## config.mk

```make
export PLATFORM = sky130hd
export DESIGN_NAME = spq_cell
export DESIGN_NICKNAME = d
export VERILOG_FILES = /design/src/hdl/spq_pkg.sv /design/src/hdl/spq_cell.sv
export SDC_FILE = /design/constraint.sdc
export NUM_CORES = 1
export LEC_CHECK = 0
export BUFFER_PORTS_ARGS = -buffer_cell sky130_fd_sc_hd__buf_4
export CORE_AREA = 2 2 103 105
export CTS_BUF_LIST = sky130_fd_sc_hd__clkbuf_16
export DETAILED_ROUTE_END_ITERATION = 8
export DIE_AREA = 0 0 105 107
export PLACE_DENSITY = 0.89
export SYNTH_ARGS = -nofsm -noshare
export SYNTH_HDL_FRONTEND = slang
export SYNTH_SLANG_ARGS = --single-unit
```

## constraint.sdc

```tcl
create_clock -name clk_i -period 10.3 [get_ports clk_i]
set_input_delay 1.03 -clock clk_i [delete_from_list [all_inputs] [get_ports clk_i]]
set_output_delay 1.03 -clock clk_i [all_outputs]
set_load 0.03 [all_outputs]
```

## src/hdl/spq_pkg.sv

```systemverilog
// ----------------------------------------------------------------------------
// spq_pkg
// Shared types and codes for the sorted priority queue.
// ----------------------------------------------------------------------------
package spq_pkg;

  localparam int unsigned DataW = 32;
  localparam int unsigned OccW  = 7;

  // Request codes carried in the mode field.
  localparam logic ModeEnq = 1'b0;
  localparam logic ModeDeq = 1'b1;

  typedef enum logic [1:0] {
    ST_OK    = 2'd0,
    ST_FULL  = 2'd1,
    ST_EMPTY = 2'd2
  } spq_status_e;

  // One stored entry.
  typedef struct packed {
    logic signed [DataW-1:0] value;
    logic signed [DataW-1:0] prio;
  } spq_entry_t;

  // Request word.
  typedef struct packed {
    logic                    mode;
    logic signed [DataW-1:0] value;
    logic signed [DataW-1:0] priority_req;
  } spq_in_t;

  // Response word.
  typedef struct packed {
    logic [1:0]              status;
    logic signed [DataW-1:0] out_value;
    logic signed [DataW-1:0] out_priority;
    logic [OccW-1:0]         occupancy;
  } spq_out_t;

  // Per-cycle command broadcast to every cell.
  typedef struct packed {
    logic enq;
    logic deq;
  } spq_op_t;

endpackage

```

## src/hdl/spq_cell.sv

```systemverilog
// ----------------------------------------------------------------------------
// spq_cell
// One slot of the queue: holds an entry, compares it against the incoming
// priority and takes the new entry or a neighbor's entry as commanded.
// ----------------------------------------------------------------------------
module spq_cell
  import spq_pkg::*;
(
  input  logic       clk_i,
  input  spq_op_t    op_i,
  input  logic       occ_i,
  input  spq_entry_t new_i,
  input  spq_entry_t left_i,
  input  logic       left_gt_i,
  input  spq_entry_t right_i,
  output spq_entry_t entry_o,
  output logic       gt_o
);

  spq_entry_t entry_q, entry_d;

  // Strictly higher priority than the incoming entry: stay in front of it.
  assign gt_o = occ_i && (entry_q.prio > new_i.prio);

  always_comb begin
    entry_d = entry_q;
    if (op_i.enq) begin
      if (gt_o) begin
        entry_d = entry_q;
      end else if (left_gt_i) begin
        entry_d = new_i;
      end else begin
        entry_d = left_i;
      end
    end else if (op_i.deq) begin
      entry_d = right_i;
    end
  end

  always_ff @(posedge clk_i) begin
    entry_q <= entry_d;
  end

  assign entry_o = entry_q;

endmodule

```

# --- Word level (Yosys, flattened, before mapping) ---
# Index checks and enable logic that the tools add are counted.
totals:
  output_inout_bits: 65
  input_bits: 197
  reg_bits: 64
op_classes:
  eq_ne: 1
  reduce_logical: 3
  muxes: 4
  order_cmp: 1
ops:
  columns: ["operator", "count"]
  rows:
  - ["two-way mux 64 bit", 4]
  - ["> comparator 32 bit", 1]
  - ["!= test 2 bit (second input constant)", 1]
  - ["AND reduction 2 bit", 1]
  - ["nonzero test 2 bit", 1]
  - ["logical AND 1 bit", 1]

# --- Longest topological paths before layout ---
# Gate-level depths: netlist (run 1).
depth:
  word_depth: 4
  depth_mapped: 8
  ltp_nobuf: 8

# --- Worst setup path after synthesis (run 1) ---
# Ideal clock, no wire load.
synth_path:
  path_kind: "in2reg"
  start: "input new_i[31] (netlist bit)"
  end: "register entry_q, in the netlist entry_o[0], enable pin"
  required_ns: 9.821
  cell_stages: 8
  arrival_ns: 5.044
  slack_ns: 4.777
  n_path_buf: 0
  cell_sequence: "inv_1 -> ha_1 -> nand4_2 -> nor4_2 -> a31oi_1 -> and3_4 -> a2bb2o_4 -> a211oi_2"
synth_between:
  elab_chain_cells: 4
synth_lines:
  columns: ["item", "line", "text"]
  rows:
  - ["from (decl)", "spq_cell.sv:12", "input spq_entry_t new_i,"]
  - ["> comparator 32 bit", "spq_cell.sv:23", "assign gt_o = occ_i && (entry_q.prio > new_i.prio);"]
  - ["logical AND 1 bit", "spq_cell.sv:23", null]
  - ["!= test 2 bit (no line)", null, null]
  - ["AND reduction 2 bit (no line)", null, null]
  - ["to (signal assigned)", "spq_cell.sv:41", "entry_q <= entry_d;"]
  - ["to (decl)", "spq_cell.sv:20", "spq_entry_t entry_q, entry_d;"]
# No other way between the ends.
# A chain may end at the register's enable or synchronous reset.

# --- Final worst setup path (run 1) ---
layout_path:
  start: "input new_i[7] (netlist bit)"
  end: "output gt_o"
layout_between:
  elab_chain_cells: 2
layout_lines:
  columns: ["item", "line", "text"]
  rows:
  - ["> comparator 32 bit", "spq_cell.sv:23", null]
  - ["logical AND 1 bit", "spq_cell.sv:23", null]
  - ["to (decl)", "spq_cell.sv:17", "output logic gt_o"]
# No other way between the ends.

==> results.sh, run 1 <==
export IMPL_hold_violations=0
export IMPL_synth_area_leaders="edfxtp_1 (47%), mux2i_1 (16%), ha_1 (9.7%)"
export IMPL_pwr_share_comb_pct=30.5
export IMPL_min_period_ps=4110
export IMPL_tightest_slew_ps=1080
export IMPL_die_h_um=107
export IMPL_intPower_mw=0.671
export IMPL_cp_end_kind="output pin"
export IMPL_mappedNetlistArea_um2=4120
export IMPL_p_sw_share_pct=30.1
export IMPL_ys_warn_count=0
export IMPL_synth_most_common_cell="a21oi_1"
export IMPL_postCtsSetupBuffers=0
export IMPL_largest_reg_flops=64
export IMPL_setup_violations=0
export IMPL_overflow=0
export IMPL_drive_above_1_share_pct=43.8
export IMPL_pwr_share_clk_pct=33.8
export IMPL_cap_violations=0
export IMPL_synth_distinct_cells=33
export IMPL_clockBufferDepth=2
export IMPL_p_seq_share_pct=35.8
export IMPL_power_mw=0.961
export IMPL_irDropWorstVdd_uv=95.1
export IMPL_hold_buffers=0
export IMPL_ctsHtreeMaxLevel=3
export IMPL_cts_root_buf="clkbuf_16"
export IMPL_synth_nets=628
export IMPL_critPathMaxFanout=3
export IMPL_netSwitchingPower_mw=0.290
export IMPL_num_antenna_cells=0
export IMPL_p_per_area_nw_per_um2=148
export IMPL_wl_mm=12.6
export IMPL_core_area_um2=10100
export IMPL_min_path_cells=3
export IMPL_dr_pass1_iters=5
export IMPL_r2r_worst_path_cells=8
export IMPL_rsz0062_at_grt="no"
export IMPL_routabilityCongestion=0.826
export IMPL_synth_ff_type="edfxtp_1"
export IMPL_hold_path_class="input pin to flip-flop"
export IMPL_yosysTopAreaCell="edfxtp_1"
export IMPL_dieArea_um2=11200
export IMPL_final_antenna_net_count=0
export IMPL_maxSlewHeadroom_pct=28.2
export IMPL_syn2layout_area_growth_pct=58.2
export IMPL_fmaxAchievable_mhz=243
export IMPL_p_leak_nw=3.16
export IMPL_whs_ps=1030
export IMPL_grt_pass1_vias=3976
export IMPL_synthCells=399
export IMPL_portBuffers=261
export IMPL_grt_util_all_layers_pct=21.8
export IMPL_pin_count=262
export IMPL_cts_repair_resized=0
export IMPL_final_core_util_pct=64.5
export IMPL_critPathLaunchType="input pin"
export IMPL_via_per_inst=4.97
export IMPL_status="complete, no violations"
export IMPL_yosysSeqAreaShare_pct=46.7
export IMPL_cts_tree="yes"
export IMPL_tns_ps=0
export IMPL_final_nets=882
export IMPL_clock_latency_ps=320
export IMPL_fin_crit_sh_pct=39.9
export IMPL_vias=3945
export IMPL_finClkSkew_ps=8.03
export IMPL_drcViolationCount=0
export IMPL_rows=37
export IMPL_start_util_pct=40.8
export IMPL_slew_violations=0
export IMPL_wire_per_inst_um=15.9
export IMPL_crit_arrival_ps=3080
export IMPL_die_x_um=105
export IMPL_cts_buffers=9
export IMPL_first_iter_violations=170
export IMPL_antenna_found_initial=1
export IMPL_synthTopCellsByCount="a21oi_1 (77), nor2_1 (68), edfxtp_1 (64), mux2i_1 (64), inv_1 (33)"
export IMPL_syn_mean_instance_area_um2=10.3
export IMPL_grt_max_degree=96
export IMPL_cts_sinks=64
export IMPL_synth_edff_count=64
export IMPL_synth_seq_cells=64
export IMPL_critPathKind="input pin to output pin"
export IMPL_hpwl_mm=10.1
export IMPL_yosysTopAreaCellShare_pct=46.7
export IMPL_worstPathRequired_ps=9270
export IMPL_async_reset_ff_share_pct=0
export IMPL_grt_pass1_wl_mm=19.1
export IMPL_path_clk_slew_ps=50
[worst max-delay path, cell delays in order]
cell and delay [ps]:
buf_4 80, inv_1 30, ha_1 310, a21oi_1 140, o21ai_0 140, a221o_1 320, o31a_1 330, or3_1 320
a21boi_1 190, buf_4 190
[cell families (layout without fill, tap and decap cells)]
logic type,after synthesis,after routing,share of synthesized area (%)
mux,64,64,15.6
simple gates,92,92,10.3
compound gates,93,93,12.6
fa+ha+maj,32,32,9.73
flops,64,64,46.7
buf+inv,54,313,5.11
[area by class of cell]
| type | instances | area [um2] |
|---|---|---|
| fill | 784 | 3580 |
| multi-input combinational | 281 | 1990 |
| timing repair buffer | 264 | 1980 |
| sequential | 64 | 1920 |
| clock buffer | 9 | 225 |
| tap | 136 | 170 |
| inverter | 33 | 124 |
| clock inverter | 7 | 96.3 |
[power groups by stage]
stage / registers, mW / clock network [mW] / logic (mW)
floorplan: 0.411 / 0 / 0.0953
global placement: 0.346 / 0 / 0.285
detailed placement: 0.349 / 0 / 0.293
CTS: 0.344 / 0.331 / 0.294
global route: 0.347 / 0.344 / 0.314
finish: 0.344 / 0.325 / 0.293
[path summary, 6_finish.rpt]
check,slack [ps],to,start
setup / recovery,6190,gt_o,new_i[7]
hold / removal,1030,entry_o[36],right_i[36]
setup reg to reg,7150,entry_o[44],entry_o[31]
hold reg to reg,1440,entry_o[19],entry_o[31]
[metrics by stage]
stage,instance area [um2],instances,worst slack (ps)
global route,6510,794,5980
floorplan,4120,399,4780
CTS,6510,794,6180
detailed placement,6190,778,6190
global placement,6190,778,6230
finish,6510,794,6190
[per-layer routing]
metal / vias to the layer above / GRT usage (%) / routed length [um]
li1: 1964 / - / -
met1: 1795 / 23.0 / 4740
met2: 168 / 41.1 / 6760
met3: 16 / 6.87 / 936
met4: 2 / 6.95 / 176
met5: - / 0 / 13
[cells in the final DEF, fill, tap and decap left out, types with 2 or more instances in the layout]
cell type / synthesis / final
edfxtp_1: 64 / 64
o211ai_1: 2 / 2
ha_1: 32 / 32
nand4_1: 5 / 5
nand4_2: 2 / 2
a21oi_1: 77 / 77
buf_4: 0 / 264
nand3_1: 3 / 3
nand2_1: 6 / 6
clkbuf_16: 0 / 9
mux2i_1: 64 / 64
o21ai_0: 4 / 4
inv_1: 33 / 33
nor2_1: 68 / 68
bufinv_16: 0 / 2
clkinvlp_4: 0 / 3
No activity file was read; power rests on OpenSTA's default activity.
==> run 2: changes to the inputs <==
--- a/config.mk
+++ b/config.mk
@@ -6,11 +6,11 @@
 export NUM_CORES = 1
 export LEC_CHECK = 0
 export BUFFER_PORTS_ARGS = -buffer_cell sky130_fd_sc_hd__buf_4
-export CORE_AREA = 2 2 103 105
+export CORE_MARGIN = 2
+export CORE_UTILIZATION = 43
 export CTS_BUF_LIST = sky130_fd_sc_hd__clkbuf_16
 export DETAILED_ROUTE_END_ITERATION = 8
-export DIE_AREA = 0 0 105 107
-export PLACE_DENSITY = 0.89
+export PLACE_DENSITY = 0.93
 export SYNTH_ARGS = -nofsm -noshare
 export SYNTH_HDL_FRONTEND = slang
 export SYNTH_SLANG_ARGS = --single-unit
==> constraint.sdc (replaced) <==
create_clock -name clk_i -period 3.8 [get_ports clk_i]
set_input_delay 0.38 -clock clk_i [delete_from_list [all_inputs] [get_ports clk_i]]
set_output_delay 0.38 -clock clk_i [all_outputs]
set_load 0.03 [all_outputs]
==> run 2 against run 1 <==
  * Critical path depth decreased by 2
  * Count of clock-buffer cells in the layout unchanged
  * Wire length increased by 0.82%
  * Global-route usage increased by 2.3 points
==> results.sh, run 2 (same netlist as run 1, synthesis figures left out) <==
export IMPL_status="complete, no violations"
export IMPL_grt_util_all_layers_pct=24.1
export IMPL_hpwl_mm=10.3
export IMPL_hold_violations=0
export IMPL_placed_cell_area_um2=6280
export IMPL_dieArea_um2=10400
export IMPL_grt_pass1_vias=4158
export IMPL_crit_arrival_ps=2530
export IMPL_final_nets=882
export IMPL_die_x_um=102
export IMPL_setup_violations=0
export IMPL_r2r_end="entry_o[53]"
export IMPL_p_leak_nw=3.16
export IMPL_critPathKind="flip-flop to output pin"
export IMPL_multi_input_area_um2=2090
export IMPL_finClkSkew_ps=6.80
export IMPL_antenna_found_initial=0
export IMPL_cp_end_kind="output pin"
export IMPL_clock_latency_ps=320
export IMPL_wire_per_inst_um=16.2
export IMPL_slew_violations=0
export IMPL_core_area_um2=9280
export IMPL_via_per_inst=5.16
export IMPL_hp_start="right_i[40]"
export IMPL_portBuffers=261
export IMPL_critPathMaxFanout=3
export IMPL_seq_area_um2=1920
export IMPL_p_per_area_nw_per_um2=384
export IMPL_fmaxAchievable_mhz=344
export IMPL_maxSlewHeadroom_pct=29.1
export IMPL_cts_repair_resized=0
export IMPL_r2r_worst_path_cells=8
export IMPL_cts_buffers=9
export IMPL_wl_mm=12.7
export IMPL_ctsHtreeMaxLevel=3
export IMPL_power_mw=2.52
export IMPL_layout_common_cells="buf_4 (264), a21oi_1 (77), nor2_1 (68)"
export IMPL_largest_reg_flops=64
export IMPL_irDropWorstVdd_uv=242
export IMPL_ff2ff_setup_slack_ps=940
export IMPL_postCtsSetupBuffers=0
export IMPL_tns_ps=0
export IMPL_syn2layout_area_growth_pct=59.3
export IMPL_grt_pass1_wl_mm=19.3
export IMPL_min_period_ps=2910
export IMPL_grt_max_degree=70
export IMPL_drive_above_1_share_pct=44.6
export IMPL_overflow=0
export IMPL_drcViolationCount=0
export IMPL_final_common_cell="buf_4"
export IMPL_min_delay_worst_endpoint="entry_o[40]"
export IMPL_fin_crit_sh_pct=76.5
export IMPL_rsz0062_at_grt="no"
export IMPL_dr_pass1_iters=5
export IMPL_rows=35
export IMPL_hold_path_class="input pin to flip-flop"
export IMPL_path_clk_slew_ps=50
export IMPL_fillCellCount=676
export IMPL_final_antenna_net_count=0
export IMPL_cts_tree="yes"
export IMPL_die_h_um=102
export IMPL_cts_sinks=64
export IMPL_critPathLaunchType="flip-flop"
export IMPL_clockBufferDepth=2
export IMPL_hold_buffers=0
export IMPL_pin_count=262
export IMPL_num_antenna_cells=0
export IMPL_final_core_util_pct=70.6
export IMPL_worstPathRequired_ps=3420
export IMPL_min_path_cells=3
export IMPL_whs_ps=384
export IMPL_first_iter_violations=98
export IMPL_routabilityCongestion=0.881
export IMPL_design_area_um2=6560
export IMPL_vias=4054
export IMPL_tightest_slew_ps=1060
export IMPL_rr_startpoint="entry_o[27]"
export IMPL_cts_root_buf="clkbuf_16"
export IMPL_cap_violations=0
export IMPL_start_util_pct=44.3
==> run 2: changes by cell type in the layout (fill, tap and decap cells not counted) <==
cell	previous run	this run
inv_1	33	34
clkinv_4	1	0
bufinv_16	2	1
ha_1	32	24
ha_4	0	8
clkinvlp_4	3	0
clkinv_1	0	1
clkinv_2	1	3
==> run 2: how the worst max path moves through the flow <==
| stage | startpoint | endpoint | slack (ps) | depth (start not counted) |
|---|---|---|---|---|
| 2_1_floorplan | entry_o[15] | entry_o[0] | -120 | 7 |
| 3_3_place_gp | new_i[27] | entry_o[47] | 950 | 10 |
| 3_5_place_dp | new_i[17] | entry_o[49] | 860 | 10 |
| 4_1_cts | entry_o[5] | gt_o | 890 | 8 |
| 5_1_grt | entry_o[23] | entry_o[53] | 770 | 8 |
| 6_report | entry_o[5] | gt_o | 890 | 8 |
==> run 2: routing by layer <==
metal / vias to the layer above / part of all wire [%] / track usage [%]
met1: 1840 / 35 / 25.0
met5: - / 0 / 0
met4: 0 / 4.1 / 11.9
met3: 46 / 7.5 / 5.40
li1: 1956 / - / -
met2: 212 / 54 / 45.6
==> run 2: where the power goes <==
part | internal (mW) | switching [mW] | leakage (nW)
sequential | 0.892 | 0.0429 | 0.630
clock | 0.495 | 0.275 | 0.144
combinational | 0.370 | 0.444 | 2.39
==> run 2: stage by stage <==
stage          instances  worst slack [ps]
4_1_cts              786               894
2_1_floorplan        399              -119
6_report             786               892
5_1_grt              786               775
3_3_place_gp         771               946
3_5_place_dp         771               855
==> run 2: cell type report <==
cell class	instances	share of cell area, %
multi-input combinational	281	31.9
timing repair buffer	264	30.2
sequential	64	29.3
clock buffer	9	3.43
tap	129	2.46
inverter	33	1.89
clock inverter	6	0.801
==> run 2: worst max-delay path: stages, from the launching register on <==
cell	delay, ps
edfxtp_1	400
ha_1	310
a21oi_1	140
o21ai_0	110
a221o_1	300
o31a_1	280
or3_1	320
a21boi_1	160
buf_4	190
